[config.mk]
export PLATFORM = sky130hd
export DESIGN_NAME = psa_ram
export DESIGN_NICKNAME = d
export VERILOG_FILES = /design/src/rtl/psa_ram.sv
export SDC_FILE = /design/constraint.sdc
export NUM_CORES = 1
export LEC_CHECK = 0
export BUFFER_PORTS_ARGS = -buffer_cell sky130_fd_sc_hd__buf_4
export CAP_MARGIN = 30
export CORE_MARGIN = 5
export CORE_UTILIZATION = 35
export CTS_BUF_LIST = sky130_fd_sc_hd__clkbuf_2 sky130_fd_sc_hd__clkbuf_4 sky130_fd_sc_hd__clkbuf_8
export DETAILED_ROUTE_END_ITERATION = 6
export PLACE_DENSITY = 0.47
export SYNTH_ARGS = -nofsm -noshare
export SYNTH_HDL_FRONTEND = slang
export SYNTH_SLANG_ARGS = --single-unit
export TNS_END_PERCENT = 20
[constraint.sdc]
create_clock -name clock -period 3.1 [get_ports clock]
set_input_delay 0.62 -clock clock [delete_from_list [all_inputs] [get_ports clock]]
set_output_delay 0.62 -clock clock [all_outputs]
set_load 0.02 [all_outputs]
[src/rtl/psa_ram.sv]
module psa_ram #(
   parameter int unsigned WIDTH = 8,
   parameter int unsigned DEPTH = 16
) (
   input  logic                     clock,
   input  logic                     wr_en,
   input  logic [$clog2(DEPTH)-1:0] wr_addr,
   input  logic [WIDTH-1:0]         wr_data,
   input  logic                     rd_en,
   input  logic [$clog2(DEPTH)-1:0] rd_addr,
   output logic [WIDTH-1:0]         rd_data
);

   logic [WIDTH-1:0] mem [DEPTH];

   always_ff @(posedge clock) begin
      if (wr_en) begin
         mem[wr_addr] <= wr_data;
      end
      if (rd_en) begin
         rd_data <= mem[rd_addr];
      end
   end

endmodule

# Word level (Yosys, flattened, before mapping)
# Memory sizes are Yosys's and may differ from the RTL's. A register that Yosys moved wholly into a read port is not among the register bits.
# Index checks and enable logic that the tools add are counted.
# totals
register_bits	0
ram_bits	128
in_bits	19
output_inout_bits	8
elab_cells	3
n_memories	1
# mem_list
name	depth	width	rd	rd_clocked_by_memory_dff	write_ports	line	text
mem	16	8	1	1	1	14	logic [WIDTH-1:0] mem [DEPTH];
# classes
mux	2
# ops
op	n
$mux W1	2

# Depth between registers and ports, before layout
# Gate-level depths: netlist (run 1).
# logic_depth
depth_word	2
depth_mapped	5
ltp_nobuf	3

# Least setup slack after synthesis (run 1)
# No wires, ideal clock.
# synth_timing
path_kind	input to register
startpoint	input wr_addr[2]
endpoint	memory mem[0][0], enable pin
setup_time_ns	0.383
arrival_ns	1.730
t_required_ns	2.717
setup_slack_ns	0.987
path_stages	2
n_path_buf	0
cell_sequence	or3b_2 -> nor3_1
# synth_rtl
item	line	text
from (decl)	7	input logic [$clog2(DEPTH)-1:0] wr_addr,
to (decl)	14	
# Straight into the memory's write port.

==> impl_metrics.toml, run 1 <==
[layout]
utilization_pct = 41.3
regArea_um2 = 4080
n_antenna_cell = 0
drive_above_1_share_pct = 30.8
instances_no_fill = 476
syn_to_final_growth_pct = 15.1
multi_input_area_um2 = 1060
fillers = 1280
final_area_um2 = 6020
nets = 301

[yosys]
yosysSeqAreaShare_pct = 78.1
postSynthCellCount = 229
synth_compound_area_share_pct = 2.30
synthArstFlopShare_pct = 0
ys_top_cells_by_count = "edfxtp_1, mux4_2, a22oi_1"
ys_ff_latch = 136
synth_top_area_share_pct = 78.1
synth_top_family_by_area = "multiplexers"
ys.flop_type = "edfxtp_1"
synth_edf_count = 136
synth_fa_ha_area_share_pct = 0
synth_xor_area_share_pct = 0
synthTopCellsByArea = "edfxtp_1, mux4_2, mux4_1, a22oi_1, nor2_1"
avgSynthCellArea_um2 = 22.8
synthMuxAreaShare_pct = 14.8
yosys.cell_count.top_type = "edfxtp_1"
syn_nets = 248
synth_simple_gate_area_share_pct = 3.14
synth.distinct_cells = 18
syn_area_um2 = 5230
yosysTopAreaCell = "edfxtp_1"
yosys_warnings = 0

[grt]
grt_pass1_vias = 2593
grt_antenna_before_repair = 0
grt_first_pass_wirelength_mm = 16.2
grtUsageTotal_pct = 12.9
grt_max_degree = 33
grt-ovfl-total = 0

[outcome]
status = "finished clean"

[sta]
setup_viol = 0
max_freq_ghz = 0.551
min_period_ps = 1810
slew_headroom_pct = 48.5
hold_viol = 0
finalSetupTns_ps = 0
slew_viol_final = 0
max_slew.worst_pin.slew_ps = 770
grt_setup_unrepaired = "false"
skew_ps = 9.78
min_period_over_period_pct = 58.5

[die]
rows = 44
die_area_um2 = 17500
die_width_um = 132
core_um2 = 14600
fp.dieH_um = 132
io_pins = 27
start_util_pct = 35.8

[clock_tree]
cts_root_buffer = "clkbuf_8"
cts_tree = "built"
cts_buffers = 17
clk_latency_ps = 430
htreeDepth = 4
cts_resized = 0
postCtsSetupBuffers = 0
clock_sinks = 136
cts_buffer_depth = 2
clk_pin_slew_worst_paths_ps = 70
cts.hold.buffers_added = 0

[detailed_routing]
first_pass_iters = 4
viasPerCell = 4.98
wl_per_cell_um = 22.2
post-route-drc-count = 0
num_vias = 2369
drtAntennaViolNets = 0
routed_wl_mm = 10.5
dr.first_iter.drc_count = 132

[min_path]
worstHoldPathType = "primary input to flop"

[place]
hpwl_mm = 6.77
place_congestion = 0.700
place.port_buffers = 26
dp.cells = 447
postPlaceCellArea_um2 = 5710

[setup_path]
cp.required_ps = 3270
criticalPathCategory = "primary input to flop"
start_kind = "primary input"
end_kind = "flop"
cp_max_fo = 19
cp.arrival_ps = 1980

[pwr]
ir_worst_vdd_uv = 255
power_density_nw_per_um2 = 574
cellLeakagePower_nw = 2.00
finalPower_w = 0.00345

[flow_run]
drv_cap = 0
critical path: stages:
cell,delay [ps]
buf_4,150
buf_12,200
mux4_1,560
a22oi_1,330
nand2_1,110
registers in the layout (all words and copies together), names as in the netlist:
register / flops
rd_data: 8
mem: 128
cells by family (layout without fill, tap and decap cells):
logic type,count (synthesis),after routing
muxes,32,32
DFF,136,136
buffers and inverters,10,73
AOI/OAI and AO/OA,16,16
and+or+nand+nor,35,35
metrics by stage:
stage	hold slack (ps)	worst slack, ps
floorplan	705	987
global placement	744	804
detailed placement	747	772
CTS	477	1250
global route	476	1190
finish	505	1290
placed cells by master (no fill, tap or decap), types with 2 or more instances in the layout:
cell	n
edfxtp_1	136
nand2_1	9
mux4_1	14
clkbuf_4	5
nor2_1	13
mux4_2	18
buf_4	43
clkinv_2	5
nor3_1	4
clkbuf_8	17
nand3b_1	2
nand2b_1	2
clkinv_1	2
a22oi_1	16
path summary, 6_finish.rpt:
path              startpoint          to  slack, ps  cells past startpoint
setup reg to reg   mem[2][0]  rd_data[0]       1550                      3
setup / recovery  rd_addr[0]  rd_data[0]       1290                      5
hold / removal         rd_en  rd_data[6]        510                      1
hold reg to reg    mem[7][2]  rd_data[2]        750                      3
where the power goes:
group	total [W]	internal, W	leakage, nW	switching, W
combinational	0.000209	0.0000905	0.596	0.000119
sequential	0.00208	0.00207	1.24	0.0000108
clock	0.00116	0.000569	0.168	0.000594
total	0.00345	0.00273	2.00	0.000724
layout make-up:
class                   instances  area share (%)
repair buffers                 44            5.70
multi-input cells              83            17.6
well taps                     184            3.83
clock buffers                  22            4.51
flip-flops and latches        136            67.9
clock inverters                 7           0.541
metal layers:
metal / part of all wire [%] / routed length [µm] / track usage (%) / vias to the layer above
li1: - / - / - / 1083
met1: 46 / 4860 / 17.4 / 1215
met2: 48 / 5030 / 19.7 / 67
met3: 5.5 / 584 / 4.24 / 4
met4: 0.58 / 61 / 4.24 / 0
met5: 0 / 0 / 0 / -
Power figures use the tool's default switching activity.
==> inputs of run 2 (changes only) <==
ABC_AREA = 1   (was default)
PLACE_DENSITY = 0.49   (was 0.47)
clock period = 1.64 ns   (was 3.1 ns; I/O delays follow)
==> run 2 against run 1 <==
Register-to-register slack lost 1100 ps. Die area increased by 11%. Cell area grew 12%. Critical path depth decreased by 4. Final cell count increased by 75%. Sequential power is 89% higher. Sequential share of layout area down 7.1 points. Non-clock buffer count rose by 9. Clock skew down 5.6 ps. Combinational power grew to 2.6 times the previous value. Area after synthesis increased by 12%. Global-route usage up 2.2 points. Critical path type is now flop to output pin. Critical endpoint is now rd_data[2]. Largest cell class unchanged. Largest power group unchanged.
==> impl_metrics.toml, run 2 <==
[die]
start_util_pct = 35.5
fp.dieH_um = 139
io_pins = 27
core_um2 = 16500
rows = 47
die_width_um = 139
die_area_um2 = 19400

[sta]
skew_ps = 4.16
holdWs_ps = 201
max_freq_ghz = 0.725
max_slew.worst_pin.slew_ps = 473
slew_viol_final = 0
min_period_over_period_pct = 84.2
hold_viol = 0
slew_headroom_pct = 68.4
setup_viol = 0
grt_setup_unrepaired = "false"
finalSetupTns_ps = 0
min_period_ps = 1380

[grt]
grtUsageTotal_pct = 15.1
grt_max_degree = 65
grt-ovfl-total = 0
grt_first_pass_wirelength_mm = 21.9
grt_pass1_vias = 3877
grt_antenna_before_repair = 0

[layout]
top_regs = "mem (128), rd_data (8)"
final_area_um2 = 6720
drive_above_1_share_pct = 13.4
fillers = 1646
nets = 618
largest_reg_flops = 128
utilization_pct = 40.8
instances_no_fill = 831
n_antenna_cell = 0
final_cell_mix = "nand2_1, edfxtp_1, inv_1"
layout_commonest_cell = "nand2_1"
syn_to_final_growth_pct = 14.9
regMostFlops = "mem"

[detailed_routing]
dr.first_iter.drc_count = 308
routed_wl_mm = 14.0
first_pass_iters = 5
num_vias = 3801
drtAntennaViolNets = 0
viasPerCell = 4.57
post-route-drc-count = 0
wl_per_cell_um = 16.9

[setup_path]
startpoint = "rd_data[2]"
cp_slowest_cell = "edfxtp_1"
crit_cells = 1
start_kind = "flop"
rr_startpoint = "mem[4][3]"
cp-endpoint = "rd_data[2]"
critPathMaxStageDelay_ps = 430
end_kind = "output pin"
ff2ff_path_depth = 6
r2r_setup_slack_ps = 450
reg2reg_to = "rd_data[3]"
criticalPathCategory = "flop to output pin"
cp.buffers_inverters = 1
cp.arrival_ps = 1050
crit_family = "flip-flops"
worstPathCellList = "buf_4"
cp_max_fo = 1
cp.required_ps = 1310

[yosys]
synth_edf_count = 136
yosys_warnings = 0
syn_nets = 570
yosysTopAreaCell = "edfxtp_1"
synthTopCellsByArea = "edfxtp_1, nand2_1, nand3_1, inv_1, buf_6"
synth.distinct_cells = 11
avgSynthCellArea_um2 = 10.6
synth_top_area_share_pct = 69.8
ys_ff_latch = 136
yosysSeqAreaShare_pct = 69.8
syn_area_um2 = 5850
synthArstFlopShare_pct = 0
yosys.cell_count.top_type = "nand2_1"
postSynthCellCount = 551
ys.flop_type = "edfxtp_1"
ys_top_cells_by_count = "nand2_1, edfxtp_1, inv_1"

[clock_tree]
htreeDepth = 4
clk_latency_ps = 430
cts_root_buffer = "clkbuf_8"
cts_buffers = 17
clock_sinks = 136
cts.hold.buffers_added = 0
cts_resized = 0
cts_tree = "built"
postCtsSetupBuffers = 0
clk_pin_slew_worst_paths_ps = 70
cts_buffer_depth = 2

[pwr]
cellLeakagePower_nw = 2.88
ir_worst_vdd_uv = 439
power_density_nw_per_um2 = 1000

[place]
place_congestion = 0.863
hpwl_mm = 8.89
place.port_buffers = 26
dp.cells = 800
postPlaceCellArea_um2 = 6400

[flow_run]
drv_cap = 0

[min_path]
worstHoldPathType = "primary input to flop"

[outcome]
status = "finished clean"
[run 2: cell types whose count changed in the layout (fill, tap and decap cells not counted), sizes merged, moves of 4 or more]
| cell | change |
|---|---|
| nand2 | +164 |
| buf | +9 |
| nor3 | -4 |
| nor2 | +4 |
| nand3 | +96 |
| a22oi | -16 |
| inv | +102 |
| mux4 | -32 |
[run 2: per-stage QoR]
| stage | setup WS [ps] | power, W |
|---|---|---|
| after global placement | -8.97 | 0.00456 |
| after global routing | 210 | 0.00705 |
| after floorplan | 361 | 0.00430 |
| final | 260 | 0.00675 |
| after detailed placement | -23.8 | 0.00456 |
| after CTS | 222 | 0.00685 |
[run 2: cell families (layout without fill, tap and decap cells)]
group	Yosys count	in the layout	share of synthesized area [%]
and+or+nand+nor	289	289	20.8
buffers and inverters	126	186	9.39
DFF	136	136	69.8
[run 2: how the worst min path moves through the flow]
stage | from | end | cells past startpoint
final | rd_en | rd_data[5] | 1
after global placement | rd_en | rd_data[6] | 1
after CTS | rd_en | rd_data[6] | 1
after floorplan | wr_data[0] | mem[0][0] | 0
after global routing | rd_en | rd_data[0] | 1
after detailed placement | rd_en | rd_data[6] | 1
[run 2: power breakdown]
part           switching, W  internal, W  total, W  leakage (nW)
clock network       0.00116      0.00112   0.00228         0.172
registers         0.0000221      0.00391   0.00394          1.24
logic              0.000361     0.000177  0.000537          1.47
[run 2: routing by layer]
layer  track usage (%)  part of all wire [%]  vias to the layer above
li1                  -                     -                     1872
met1              20.6                    47                     1803
met2              23.7                    46                      109
met3              3.53                   4.9                       17
met4              5.51                   1.7                        0
met5                 0                     0                        -
[run 2: layout make-up]
cell class,instances,area (µm²),area share [%]
well taps,220,275,4.10
clock buffers,24,287,4.26
inverters,102,383,5.70
clock inverters,7,30.0,0.447
multi-input cells,289,1210,18.1
flip-flops and latches,136,4080,60.8
repair buffers,53,448,6.67
[run 2: worst reg2reg max path, cell delays in order (launching register included)]
cell      delay, ps
edfxtp_1        370
inv_1            70
nand2_1          50
nand3_1         100
nand3_1         120
nand3_1         170
nand2_1          70
==> inputs of run 3 (changes only) <==
ABC_AREA = 0   (was 1)
clock period = 1.1 ns   (was 1.64 ns; I/O delays follow)
==> run 3 against run 2 <==
The run now ends with setup timing left. Sequential cell count stayed put. Register-to-register slack worse by 810 ps. Clock skew is 3.0 ps higher. Combinational power is 41% higher. Sequential power is 49% higher. Total power is 69% higher. Critical path type is now flop to flop.
==> impl_metrics.toml, run 3 (synthesis results as in run 1) <==
[layout]
regMostFlops = "mem"
n_antenna_cell = 0
drive_above_1_share_pct = 46.4
multi_input_area_um2 = 1090
top_regs = "mem (128), rd_data (8)"
largest_reg_flops = 128
fillers = 1230
regArea_um2 = 4080
syn_to_final_growth_pct = 25.4
layout_commonest_cell = "edfxtp_1"
final_cell_mix = "edfxtp_1, buf_4, mux4_2"
nets = 329

[die]
io_pins = 27
fp.dieH_um = 132
core_um2 = 14600
die_width_um = 132
rows = 44
die_area_um2 = 17500
start_util_pct = 35.8

[setup_path]
rr_startpoint = "mem[3][1]"
cp.required_ps = 1300
end_kind = "flop"
worstPathCellList = "mux4_2 > a22oi_2 > buf_4 > nand2_2"
ff2ff_path_depth = 4
critPathMaxStageDelay_ps = 500
cp_slowest_cell = "mux4_2"
r2r_setup_slack_ps = -360
criticalPathCategory = "flop to flop"
reg2reg_to = "rd_data[1]"
start_kind = "flop"
cp.arrival_ps = 1660
cp_max_fo = 1

[outcome]
status = "finished with violations"
violations = "setup timing"

[min_path]
hold_path_depth = 1
min_from = "wr_data[0]"
hold_end = "mem[12][0]"
worstHoldPathType = "primary input to flop"

[grt]
grt-ovfl-total = 0
grt_first_pass_wirelength_mm = 17.1
grt_antenna_before_repair = 0
grt_max_degree = 24
grtUsageTotal_pct = 13.5
grt_pass1_vias = 2679

[flow_run]
drv_cap = 0

[place]
place.port_buffers = 26
place_congestion = 0.728
hpwl_mm = 7.75

[detailed_routing]
first_pass_iters = 4
routed_wl_mm = 11.2
dr.first_iter.drc_count = 201
post-route-drc-count = 0
viasPerCell = 5.01
wl_per_cell_um = 22.1
drtAntennaViolNets = 0
num_vias = 2539

[sta]
slew_headroom_pct = 59.4
max_slew.worst_pin.slew_ps = 607
grt_setup_unrepaired = "true"
max_freq_ghz = 0.683
min_period_over_period_pct = 133
min_period_ps = 1460
slew_viol_final = 0
hold_viol = 0
setup_viol = 16
layout_setup_ws_ps = -365
holdWs_ps = 82.7
skew_ps = 7.13

[pwr]
cellLeakagePower_nw = 2.19
finalPower_w = 0.0114
ir_worst_vdd_uv = 643
power_density_nw_per_um2 = 1740

[clock_tree]
cts_tree = "built"
htreeDepth = 4
clk_latency_ps = 440
clock_sinks = 136
cts_root_buffer = "clkbuf_8"
cts.hold.buffers_added = 0
clk_pin_slew_worst_paths_ps = 80
postCtsSetupBuffers = 0
cts_buffer_depth = 2
cts_buffers = 17
run 3: worst max-delay path by stage:
stage                           from    endpoint  slack (ps)
after detailed placement  rd_addr[0]  rd_data[2]        -640
after floorplan           rd_addr[0]  rd_data[1]        -320
final                      mem[3][1]  rd_data[1]        -360
after global routing       mem[0][1]  rd_data[1]        -400
after global placement    rd_addr[0]  rd_data[2]        -650
after CTS                  mem[3][1]  rd_data[1]        -370
run 3: area by class of cell:
type / instances / share of cell area [%]
sequential: 136 / 62.3
multi-input combinational: 83 / 16.6
timing repair buffer: 72 / 10.4
clock buffer: 18 / 3.68
tap: 184 / 3.51
clock inverter: 14 / 3.49
run 3: repair_timing:
action | in CTS | in global routing
resized for setup | 18 | 2
cloned | 0 | 0
setup endpoints to repair | 16 | 16
pin swaps | 5 | 0
run 3: per-stage QoR:
stage          instances  area, µm²  util, %  TNS (ps)  setup slack, ps
4_1_cts              507       6550     44.9     -3730             -373
3_5_place_dp         476       6010     41.2    -37360             -643
3_3_place_gp         476       6010     41.2    -37060             -647
6_report             507       6560     44.9     -3310             -365
2_1_floorplan        229       5240        -    -18880             -320
5_1_grt              507       6560     44.9     -4220             -401
run 3: critical path, delay by kind of cell, from the launching register on:
kind            cells  cell delay, ps
simple gates        1              50
compound gates      1             170
flops               1             360
mux                 1             500
buf+inv             1             150
run 3: routing by layer:
layer	vias to the layer above	track usage [%]	wire length, µm
met4	0	4.75	137
li1	1133	-	-
met1	1324	18.4	5170
met3	10	3.74	507
met5	-	0	0
met2	72	21.1	5400
run 3: report_power, final:
group	internal, W	switching [W]	leakage, nW
sequential	0.00583	0.0000405	1.24
combinational	0.000377	0.000382	0.727
clock	0.00293	0.00185	0.227
