**config.mk**
```make
export PLATFORM = sky130hd
export DESIGN_NAME = psa_rsp_fifo
export DESIGN_NICKNAME = d
export VERILOG_FILES = /design/src/rtl/psa_pkg.sv /design/src/rtl/psa_rsp_fifo.sv
export SDC_FILE = /design/constraint.sdc
export NUM_CORES = 1
export LEC_CHECK = 0
export ABC_AREA = 1
export BUFFER_PORTS_ARGS = -buffer_cell sky130_fd_sc_hd__buf_2
export CORE_MARGIN = 2
export CORE_UTILIZATION = 40
export DETAILED_ROUTE_END_ITERATION = 12
export PLACE_DENSITY = 0.71
export SYNTH_ARGS = -nofsm -noshare
export SYNTH_HDL_FRONTEND = slang
export SYNTH_SLANG_ARGS = --single-unit
```
**constraint.sdc**
```tcl
create_clock -name clock -period 1.3 [get_ports clock]
set_input_delay 0.065 -clock clock [delete_from_list [all_inputs] [get_ports clock]]
set_output_delay 0.065 -clock clock [all_outputs]
set_load 0.05 [all_outputs]
```
**src/rtl/psa_pkg.sv**
```systemverilog
package psa_pkg;

   localparam int unsigned POOL_SLOTS_DEFAULT = 1024;

   localparam int unsigned SLOT_W   = 10;
   localparam int unsigned LIVE_W   = 11;
   localparam int unsigned STATUS_W = 2;

   // request codes
   localparam logic OP_ALLOC = 1'b0;
   localparam logic OP_FREE  = 1'b1;

   typedef enum logic [STATUS_W-1:0] {
      STATUS_OK        = 2'd0,
      STATUS_EXHAUSTED = 2'd1,
      STATUS_IGNORED   = 2'd2,
      STATUS_OVERFLOW  = 2'd3
   } status_type;

   typedef struct packed {
      status_type              status;
      logic [SLOT_W-1:0]       granted_slot;
      logic [LIVE_W-1:0]       live_slots;
   } rsp_type;

endpackage

```
**src/rtl/psa_rsp_fifo.sv**
```systemverilog
module psa_rsp_fifo (
   input  logic             clock,
   input  logic             reset,
   input  logic             push,
   input  psa_pkg::rsp_type push_data,
   input  logic             pop,
   output logic             out_valid,
   output psa_pkg::rsp_type out_data,
   output logic             full
);
   import psa_pkg::*;

   rsp_type    entry_ff [2];
   logic       wr_ptr_ff, wr_ptr_in;
   logic       rd_ptr_ff, rd_ptr_in;
   logic [1:0] count_ff, count_in;

   always_comb begin
      wr_ptr_in = wr_ptr_ff ^ push;
      rd_ptr_in = rd_ptr_ff ^ pop;
      case ({push, pop})
         2'b10:   count_in = count_ff + 2'd1;
         2'b01:   count_in = count_ff - 2'd1;
         default: count_in = count_ff;
      endcase
   end

   always_ff @(posedge clock) begin
      if (reset) begin
         wr_ptr_ff <= 1'b0;
         rd_ptr_ff <= 1'b0;
         count_ff  <= 2'd0;
      end else begin
         wr_ptr_ff <= wr_ptr_in;
         rd_ptr_ff <= rd_ptr_in;
         count_ff  <= count_in;
      end
   end

   always_ff @(posedge clock) begin
      if (push) begin
         entry_ff[wr_ptr_ff] <= push_data;
      end
   end

   assign out_valid = (count_ff != 2'd0);
   assign out_data  = entry_ff[rd_ptr_ff];
   assign full      = (count_ff == 2'd2);

endmodule

```
== Word-level counts from Yosys, hierarchy flattened ==
Memories as Yosys holds them, arrays and structs flattened. A register that Yosys moved wholly into a read port is not among the register bits.
Cells that the tools add are included.

* Muxes and demuxes: 4
* Reduce and logical (&&, ||, !) cells: 2
* Equal/unequal tests: 3
* Add/sub/neg operators: 2
* Bitwise gates (word level): 2

{| class="wikitable"
|+ Operators with widths
! cell !! count
|-
| $eq A2 B2 Y1 const B || 2
|-
| $pmux W2 S2 || 1
|-
| $reduce_bool A2 Y1 || 2
|-
| $mux W1 || 3
|-
| $add A2 B1 Y2 const B || 1
|-
| $eq A2 B1 Y1 const B || 1
|-
| $sub A2 B1 Y2 const B || 1
|-
| $xor A1 B1 Y1 || 2
|}

* Input port bits: 27
* Memory bits (writable): 46
* Memories: 1
* Output and inout bits: 25
* Flip-flop bits (word level): 4

{| class="wikitable"
|+ Memories
! name !! depth !! width !! rd ports !! clocked after Yosys merged registers in !! write ports !! RTL line !! source
|-
| entry_ff || 2 || 23 || 1 || 1 || 1 || psa_rsp_fifo.sv:13 || <nowiki>rsp_type entry_ff [2];</nowiki>
|}

== Depth between registers and ports, before layout ==
Gate-level depths: netlist of run 1.

* Depth in word-level cells: 2
* Depth in mapped cells: 7

== Worst setup path after synthesis of run 1 ==
OpenSTA, ideal clock, no wires.

* Path type: reg-to-reg
* Start point: register wr_ptr_ff
* End point: memory entry_ff[0][0] in the netlist's numbering (enable)
* Arrival: 0.963 ns
* Library setup time: 0.382 ns
* Slack: -0.045 ns
* Cell stages (with the launch flop): 3
* Buffers on the path: 0
* Path through: dfxtp_1 > inv_1 > ha_1

{| class="wikitable"
|+ RTL lines
! element !! RTL line !! source
|-
| start, declared || psa_rsp_fifo.sv:14 || <nowiki>logic wr_ptr_ff, wr_ptr_in;</nowiki>
|-
| start signal, assigned || psa_rsp_fifo.sv:34 || <nowiki>wr_ptr_ff <= wr_ptr_in;</nowiki>
|-
| end, declared || psa_rsp_fifo.sv:13 ||
|}

Straight into the memory's write port.

==> impl_metrics.csv, run 1 <==
group,metric,value,unit
sta,finalSetupViolations,23,
global_route,grtUsageMet2,27.38,%
sta,drv_slew,0,
sta,fin_skew,0.004611,ns
route,drt_wl_total,3881,um
floorplan,io_pins,52,
sta,finalCritPeriodShare,111.8,%
yosys,syn_inst,102,
worst_setup_path,reg2reg_from,"wr_ptr_ff$_SDFF_PP0_",
yosys,synth-seq-cells,50,
job,max-cap-violations,0,
final_layout,design_area,0.003010,sq mm
global_route,grt.overflow.total,0,
floorplan,rows,25,
route,vias,1179,
final_layout,final_util,63.32,%
yosys,syn_area_per_cell,19.38,sq um
worst_setup_path,path_class,"reg2out",
sta,timing.fmax,687.9,MHz
route,remaining_drc_errors,0,
worst_hold_path,min_path_cells,3,
yosys,synth_seq_area_share,73.92,%
route,wl_per_cell,14.87,um
worst_setup_path,cp-end-kind,"primary output",
yosys,ys_types,14,
power,peakVddDrop,783.2,uV
floorplan,fp.dieArea,0.005520,sq mm
global_route,grt_first_pass_wirelength,5934,um
yosys,yosys_warnings,0,
global_route,grt_pass1_vias,1268,
yosys,synth_nets,132,
clock_tree,clk_root_buffer_cell,"clkbuf_8",
final_layout,drive_gt1_share,49.48,%
placed_design,place_area,0.002327,sq mm
worst_hold_path,hold_end,"rd_ptr_ff$_SDFF_PP0_",
power,powerDensity,1396,mW/mm^2
route,first_iter_violations,66,
power,leakage,1.241,nW
yosys,synth_area,0.001977,sq mm
placed_design,numPortBuffers,51,
run_status,status,"finished with violations",
clock_tree,clk_pin_slew,0.08,ns
clock_tree,cts_buffers,5,
placed_design,place_hpwl,2442,um
worst_setup_path,r2r-end,"entry_ff[0][11]$_DFFE_PP_",
placed_design,preCtsSetupSlack,0.08318,ns
clock_tree,clockBufferDepth,2,
sta,hold_violations,0,
route,drt_pass1_iterations,2,
clock_tree,clock-sinks,50,
sta,rsz0062_at_grt,"yes",
route,drtAntennaViolNets,0,
worst_setup_path,reg2reg_depth,3,
clock_tree,clk_latency,0.30,ns
floorplan,dieWidth,74.30,um
final_layout,area_delta_synth_final,52.28,%
power,total_power,4.203,mW
worst_setup_path,critPathMaxFanout,5,
global_route,grt_max_degree,17,
global_route,antenna_found_initial,0,
placed_design,globalplace.congestion,0.6650,
final_layout,nFillCells,367,
clock_tree,cts_tree,"built",
worst_setup_path,cp.arrival,1.39,ns
global_route,use_met3,4.201,%
worst_setup_path,regToRegSetupSlack,0.19,ns
final_layout,final_cells,261,
route,viasPerCell,4.517,
worst_setup_path,required,1.24,ns
final_layout,antenna_cells,0,
clock_tree,cts.htree.levels,2,
worst_hold_path,min_from,"pop",
floorplan,die_h,74.30,um
worst_setup_path,start_kind,"flip-flop",
global_route,grt_busiest_layer,"met2",
global_route,grt_util_met1,16.79,%
sta,maxSlewHeadroom,83.46,%
floorplan,start_util,41.58,%
sta,period_minus_slack,1.454,ns
floorplan,core_area,0.004755,sq mm
run_status,violations,"setup timing",
worst_hold_path,hold_path_class,"in2reg",
sta,setup_ws,-0.1536,ns
global_route,grt_usage,15.18,%
final_layout,nets,223,
sta,tightest_slew,0.2498,ns
placed_design,place_inst,223,
routing by layer:
layer | wire (um) | vias up
met1 | 1605 | 572
li1 | - | 559
met4 | 49 | 0
met5 | 0 | -
met2 | 1994 | 43
met3 | 231 | 5
power by group:
part           switching (mW)  internal [mW]  leakage (nW)
Sequential             0.0333           1.87         0.466
Clock                   0.497          0.761        0.0658
Combinational           0.553          0.492         0.710
Total                    1.08           3.12          1.24
flip-flops by register name, indices dropped and copies added, names as in the netlist:
| register | cells |
|---|---|
| entry_ff | 46 |
| count_ff | 2 |
| rd_ptr_ff | 1 |
| wr_ptr_ff | 1 |
cell usage after synthesis:
library cell	count	area, sq um
a21oi_1	1	5.000
buf_12	2	40.04
buf_6	1	11.26
dfxtp_1	4	80.08
edfxtp_1	46	1381
ha_1	3	37.54
inv_1	7	26.28
mux2_2	4	45.04
mux2_4	19	285.3
nand2_1	5	18.77
nand4_1	1	6.260
nor2_1	7	26.28
o21ai_0	1	5.000
xnor2_1	1	8.760
layout make-up:
cell class / count / area, sq um / share of cell area, %
Timing Repair Buffer: 87 / 844.6 / 28.05
Inverter: 7 / 26.28 / 0.8728
Multi-Input combinational cell: 42 / 457.9 / 15.21
Tap cell: 67 / 83.83 / 2.785
Sequential cell: 50 / 1465 / 48.67
Clock inverter: 3 / 63.81 / 2.120
Clock buffer: 5 / 68.82 / 2.286
through the flow:
| step | setup TNS [ns] | hold WS (ns) |
|---|---|---|
| global route | -4.220 | 0.07312 |
| global placement | 0 | 0.2520 |
| detailed placement | 0 | 0.2581 |
| floorplan | 0 | 0.1317 |
| CTS | -3.497 | 0.05388 |
| finish | -3.239 | 0.06594 |
worst max-delay path by stage:
| stage | from | endpoint | cells after the start |
|---|---|---|---|
| 5_1_grt | rd_ptr_ff$_SDFF_PP0_ | out_data[10] | 3 |
| 2_1_floorplan | wr_ptr_ff$_SDFF_PP0_ | entry_ff[0][0]$_DFFE_PP_ | 2 |
| 6_report | rd_ptr_ff$_SDFF_PP0_ | out_data[16] | 3 |
| 3_5_place_dp | rd_ptr_ff$_SDFF_PP0_ | out_data[18] | 3 |
| 3_3_place_gp | rd_ptr_ff$_SDFF_PP0_ | out_data[18] | 3 |
| 4_1_cts | rd_ptr_ff$_SDFF_PP0_ | out_data[4] | 3 |
placed cells by master, fill, tap and decap left out:
cell and instances:
buf_4 5, o21ai_0 1, mux2_4 23, dfxtp_1 3, ha_1 1, a21oi_1 1
nand2_1 5, nand4_1 1, buf_2 28, nor2_1 7, edfxtp_1 46, buf_8 7
buf_16 2, dlygate4sd3_1 24, bufinv_16 2, buf_12 1, bufbuf_16 1, clkinv_1 1
xnor2_1 1, ha_2 2, inv_1 7, buf_6 19, dfxtp_4 1, clkbuf_8 5
what timing repair did:
| action | 4_1_cts | 5_1_grt |
|---|---|---|
| setup buffers | 3 | 0 |
| cloned | 3 | 0 |
| gates resized for setup | 64 | 0 |
| hold buffers | 24 | 0 |
| endpoints found under the setup margin | 23 | 23 |
| hold endpoints to repair | 48 | 0 |
worst max-delay path, stage by stage, from the launching register on:
cell and delay, ns:
dfxtp_4 0.37, bufbuf_16 0.26, mux2_4 0.30, buf_6 0.15
kinds of logic (layout without fill, tap and decap cells):
family	after synthesis	after routing	share of synthesized area, %
buffers and inverters	10	102	3.924
flip-flops	50	50	73.92
XOR/XNOR	1	1	0.4431
AO/OA/AOI/OAI	2	2	0.5058
multiplexers	23	23	16.71
adder cells (fa/ha/maj)	3	3	1.899
AND/OR/NAND/NOR	13	13	2.595
No activity file was read; power rests on OpenSTA's default activity.
==> run 2: changes to the inputs <==
--- a/config.mk
+++ b/config.mk
@@ -8,9 +8,9 @@
 export ABC_AREA = 1
 export BUFFER_PORTS_ARGS = -buffer_cell sky130_fd_sc_hd__buf_2
 export CORE_MARGIN = 2
-export CORE_UTILIZATION = 40
+export CORE_UTILIZATION = 46
 export DETAILED_ROUTE_END_ITERATION = 12
-export PLACE_DENSITY = 0.71
+export PLACE_DENSITY = 0.79
 export SYNTH_ARGS = -nofsm -noshare
 export SYNTH_HDL_FRONTEND = slang
 export SYNTH_SLANG_ARGS = --single-unit
==> constraint.sdc (replaced) <==
create_clock -name clock -period 1.3 [get_ports clock]
set_input_delay 0.13 -clock clock [delete_from_list [all_inputs] [get_ports clock]]
set_output_delay 0.13 -clock clock [all_outputs]
set_load 0.05 [all_outputs]
==> run 2 against run 1 <==
Compared with the run above: the flow still finishes with violations (setup timing); routed wire length is 13% lower; final area decreased by 11%; first-iteration DRC count increased by 35%; clock power hardly changed; critical path type unchanged; critical endpoint is now out_data[14]; highest routed layer unchanged.
==> impl_metrics.csv, run 2 (synthesis gave the netlist of run 1 again) <==
group,metric,value,unit
power,leakage,1.099,nW
job,max-cap-violations,0,
sta,setup_ws,-0.1611,ns
final_layout,largest_reg_flops,46,
sta,tightest_slew,0.1809,ns
route,vias,1073,
power,powerDensity,1518,mW/mm^2
worst_setup_path,crit_chain,"buf_12 -> mux2_4 -> buf_6",
run_status,status,"finished with violations",
final_layout,area_delta_synth_final,36.01,%
worst_setup_path,required,1.17,ns
final_layout,layout_commonest_cell,"edfxtp_1",
worst_hold_path,hold_path_class,"in2reg",
sta,fin_skew,0.005801,ns
run_status,violations,"setup timing",
placed_design,numPortBuffers,51,
clock_tree,clk_root_buffer_cell,"clkbuf_8",
placed_design,place_area,0.002318,sq mm
floorplan,io_pins,52,
power,power.switching,1.053,mW
route,drt_pass1_iterations,5,
clock_tree,clockBufferDepth,2,
floorplan,dieWidth,69.56,um
clock_tree,cts_buffers,5,
sta,finalCritPeriodShare,112.4,%
final_layout,final_util,66.27,%
floorplan,die_h,69.56,um
final_layout,nets,197,
global_route,grt.overflow.total,0,
global_route,grt_pass1_vias,1144,
worst_setup_path,slowest_stage,"dfxtp_4",
worst_setup_path,cp-end-kind,"primary output",
worst_setup_path,critPathMaxFanout,9,
clock_tree,clk_latency,0.30,ns
global_route,grt_max_degree,20,
global_route,use_met3,4.651,%
final_layout,final_cell_mix,"edfxtp_1, buf_2, buf_6",
final_layout,regMostFlops,"entry_ff",
clock_tree,clk_pin_slew,0.09,ns
final_layout,biggestRegsByFlops,"entry_ff: 46 flops, count_ff: 2 flops",
route,wl_per_cell,15.53,um
global_route,grtUsageMet2,26.60,%
floorplan,rows,23,
clock_tree,cts_tree,"built",
worst_setup_path,cp_num_buf_inv,2,
floorplan,fp.dieArea,0.004838,sq mm
sta,drv_slew,0,
power,comb_power_share,22.4,%
sta,hold_violations,0,
clock_tree,cts.htree.levels,2,
power,clkPwrFrac,30.9,%
sta,maxSlewHeadroom,87.94,%
floorplan,start_util,48.72,%
clock_tree,clock-sinks,50,
worst_setup_path,cp.arrival,1.33,ns
sta,timing.fmax,684.4,MHz
global_route,grt_util_met1,15.38,%
final_layout,drive_gt1_share,54.76,%
sta,rsz0062_at_grt,"yes",
global_route,grt_first_pass_wirelength,5340,um
placed_design,place_inst,206,
power,total_power,4.082,mW
final_layout,design_area,0.002689,sq mm
final_layout,final_cells,218,
global_route,grt_busiest_layer,"met2",
route,drtAntennaViolNets,0,
worst_setup_path,crit_family,"flip-flops",
sta,period_minus_slack,1.461,ns
sta,finalSetupViolations,23,
power,seq_power_share,46.7,%
route,drt_wl_total,3385,um
route,remaining_drc_errors,0,
global_route,antenna_found_initial,0,
placed_design,globalplace.congestion,0.7364,
power,p_int,3.029,mW
power,peakVddDrop,950.7,uV
final_layout,antenna_cells,0,
placed_design,place_hpwl,2322,um
floorplan,core_area,0.004058,sq mm
route,viasPerCell,4.922,
global_route,grt_usage,14.75,%
power,swShare,25.79,%
route,first_iter_violations,89,
worst_setup_path,cp_slowest_stage_delay,0.41,ns
worst_setup_path,start_kind,"flip-flop",
clock_tree,post_cts_buffers,0,
worst_setup_path,path_class,"reg2out",
[run 2: cell count changes in the layout (fill, tap and decap cells not counted), moves of 2 or more]
cell           change
buf_4              -3
mux2_2             +2
buf_6              +4
buf_12             +2
dlygate4sd3_1     -21
buf_16             -2
mux2_4             -2
buf_8              -4
buf_2              -2
[run 2: path summary, 6_finish.rpt]
path	startpoint	endpoint	slack [ns]	cells past startpoint
hold / removal	push_data[17]	entry_ff[0][17]$_DFFE_PP_	0.009	1
setup / recovery	rd_ptr_ff$_SDFF_PP0_	out_data[14]	-0.16	3
setup reg to reg	wr_ptr_ff$_SDFF_PP0_	entry_ff[0][12]$_DFFE_PP_	0.19	3
hold reg to reg	count_ff[1]$_SDFFE_PP0P_	count_ff[1]$_SDFFE_PP0P_	0.56	2
[run 2: routing by layer]
metal | vias up | routed length (um)
li1 | 505 | -
met1 | 519 | 1253
met2 | 41 | 1833
met3 | 8 | 223
met4 | 0 | 74
met5 | - | 0
[run 2: worst register-to-register path: stages (launching register included)]
cell,delay [ns]
dfxtp_1,0.33
inv_1,0.06
ha_2,0.27
buf_4,0.18
[run 2: layout make-up]
cell class                      count  area, sq um
Clock buffer                        5        68.82
Clock inverter                      3        68.82
Fill cell                         289         1369
Inverter                            7        26.28
Multi-Input combinational cell     42        450.4
Sequential cell                    50         1465
Tap cell                           50        62.56
Timing Repair Buffer               61        546.8
[run 2: timing repair]
action,CTS,global route
gates cloned,1,0
hold buffers,3,0
setup endpoints to repair,23,25
endpoints found under the hold margin,6,0
resized for setup,55,8
[run 2: metrics by stage]
stage	setup TNS (ns)	setup slack [ns]	hold WS, ns
2_1_floorplan	0	0.1504	0.1967
5_1_grt	-4.152	-0.1984	0.001359
6_report	-3.321	-0.1611	0.009343
3_3_place_gp	0	0.08098	0.3174
4_1_cts	-3.533	-0.1794	0.0001271
3_5_place_dp	0	0.05981	0.3210
[run 2: power by group through the flow]
stage,sequential (mW),combinational (mW),clock (mW)
2_1_floorplan,1.92,0.597,0
3_3_place_gp,1.93,0.739,0
3_5_place_dp,1.94,0.758,0
4_1_cts,1.90,0.900,1.30
5_1_grt,1.92,0.953,1.35
6_report,1.91,0.913,1.26
==> run 3: changes to the inputs <==
--- a/config.mk
+++ b/config.mk
@@ -8,9 +8,9 @@
 export ABC_AREA = 1
 export BUFFER_PORTS_ARGS = -buffer_cell sky130_fd_sc_hd__buf_2
 export CORE_MARGIN = 2
-export CORE_UTILIZATION = 46
+export CORE_UTILIZATION = 30
 export DETAILED_ROUTE_END_ITERATION = 12
-export PLACE_DENSITY = 0.79
+export PLACE_DENSITY = 0.57
 export SYNTH_ARGS = -nofsm -noshare
 export SYNTH_HDL_FRONTEND = slang
 export SYNTH_SLANG_ARGS = --single-unit
==> run 3 against run 2 <==
Compared with the run above: the run still ends with setup timing left; power shrank 5.3%; critical path type unchanged; register-to-register slack gained 0.08 ns; clock power shrank 17%; critical path depth is the same; core utilization shrank 24 points; first-iteration DRC count shrank 82%; largest power group unchanged; global-route usage shrank 5.2 points; critical endpoint is now out_data[20].
==> impl_metrics.csv, run 3 (synthesis gave the netlist of run 1 again) <==
group,metric,value,unit
run_status,status,"finished with violations",
run_status,violations,"setup timing",
route,drtAntennaViolNets,0,
worst_setup_path,regToRegSetupSlack,0.27,ns
placed_design,place_inst,233,
global_route,grt_pass1_vias,1130,
route,wl_per_cell,13.44,um
worst_setup_path,critPathMaxFanout,8,
worst_setup_path,cp.arrival,1.33,ns
floorplan,die_h,85.18,um
power,leakage,1.087,nW
sta,timing.fmax,685.1,MHz
route,drt_wl_total,3253,um
placed_design,preCtsSetupSlack,0.01086,ns
global_route,grt_max_degree,17,
global_route,grt_first_pass_wirelength,5250,um
worst_setup_path,start_kind,"flip-flop",
final_layout,nets,194,
global_route,grt.overflow.total,0,
route,remaining_drc_errors,0,
sta,finalSetupViolations,23,
worst_setup_path,cp-end-kind,"primary output",
final_layout,final_util,42.46,%
worst_hold_path,min_from,"push_data[18]",
sta,maxSlewHeadroom,83.39,%
job,max-cap-violations,0,
worst_setup_path,required,1.17,ns
placed_design,place_area,0.002377,sq mm
sta,fin_skew,0.006504,ns
floorplan,core_area,0.006350,sq mm
clock_tree,clock-sinks,50,
clock_tree,post_cts_buffers,0,
route,vias,1026,
floorplan,rows,29,
sta,finalCritPeriodShare,112.3,%
clock_tree,clk_root_buffer_cell,"clkbuf_8",
sta,tightest_slew,0.2508,ns
final_layout,design_area,0.002696,sq mm
route,drt_pass1_iterations,3,
clock_tree,clk_pin_slew,0.08,ns
worst_setup_path,cp-startpoint,"rd_ptr_ff$_SDFF_PP0_",
placed_design,place_hpwl,2371,um
worst_setup_path,path_class,"reg2out",
final_layout,area_delta_synth_final,36.39,%
power,peakVddDrop,636.0,uV
final_layout,regMostFlops,"entry_ff",
worst_setup_path,reg2reg_from,"wr_ptr_ff$_SDFF_PP0_",
clock_tree,cts_tree,"built",
sta,period_minus_slack,1.460,ns
floorplan,start_util,31.13,%
final_layout,multi_input_area,457.9,sq um
final_layout,nFillCells,560,
clock_tree,clk_latency,0.29,ns
route,first_iter_violations,16,
final_layout,regArea,0.001465,sq mm
placed_design,numPortBuffers,51,
worst_hold_path,hold_path_class,"in2reg",
power,powerDensity,1434,mW/mm^2
sta,hold_violations,0,
final_layout,drive_gt1_share,55.15,%
global_route,antenna_found_initial,0,
sta,drv_slew,0,
final_layout,biggestRegsByFlops,"entry_ff: 46 flops, count_ff: 2 flops",
route,viasPerCell,4.240,
clock_tree,cts.htree.levels,2,
floorplan,io_pins,52,
global_route,grt_usage,9.590,%
clock_tree,clockBufferDepth,2,
placed_design,globalplace.congestion,0.6825,
floorplan,fp.dieArea,0.007255,sq mm
final_layout,final_cell_mix,"edfxtp_1, buf_2, mux2_4",
final_layout,largest_reg_flops,46,
sta,tns,-3.442,ns
floorplan,dieWidth,85.18,um
sta,whs,0.01969,ns
power,total_power,3.867,mW
final_layout,antenna_cells,0,
final_layout,layout_commonest_cell,"edfxtp_1",
sta,rsz0062_at_grt,"yes",
clock_tree,cts_buffers,5,
final_layout,final_cells,242,
sta,setup_ws,-0.1596,ns
run 3: layout make-up:
cell class | instances | share of cell area (%)
clock inverters | 2 | 1.392
flip-flops and latches | 50 | 54.34
clock buffers | 6 | 2.691
multi-input cells | 42 | 16.98
inverters | 7 | 0.9745
well taps | 77 | 3.573
repair buffers | 58 | 20.05
run 3: metal layers:
| metal | up-vias | part of all wire, % | track usage, % |
|---|---|---|---|
| li1 | 497 | - | - |
| met1 | 485 | 37 | 10.15 |
| met2 | 38 | 54 | 17.33 |
| met3 | 6 | 7.0 | 3.696 |
| met4 | 0 | 1.5 | 3.319 |
| met5 | - | 0 | 0 |
run 3: what timing repair did:
item,in CTS,in global routing
setup endpoints to repair,23,23
hold buffers,0,0
gates cloned,1,0
gates resized for setup,57,1
run 3: power breakdown:
part / leakage (nW) / internal [mW] / total, mW / switching, mW
registers: 0.466 / 1.87 / 1.90 / 0.0371
logic: 0.570 / 0.404 / 0.921 / 0.517
clock network: 0.0514 / 0.574 / 1.04 / 0.468
run 3: critical path, stage by stage, from the launching register on:
cell and delay, ns:
dfxtp_4 0.42, buf_12 0.15, mux2_4 0.31, buf_8 0.15
run 3: worst paths after layout:
| check | to | cells after the start |
|---|---|---|
| worst max register to register | entry_ff[0][15]$_DFFE_PP_ | 3 |
| worst max-delay path | out_data[20] | 3 |
| worst min-delay path | entry_ff[0][18]$_DFFE_PP_ | 1 |
| worst min register to register | count_ff[1]$_SDFFE_PP0P_ | 2 |
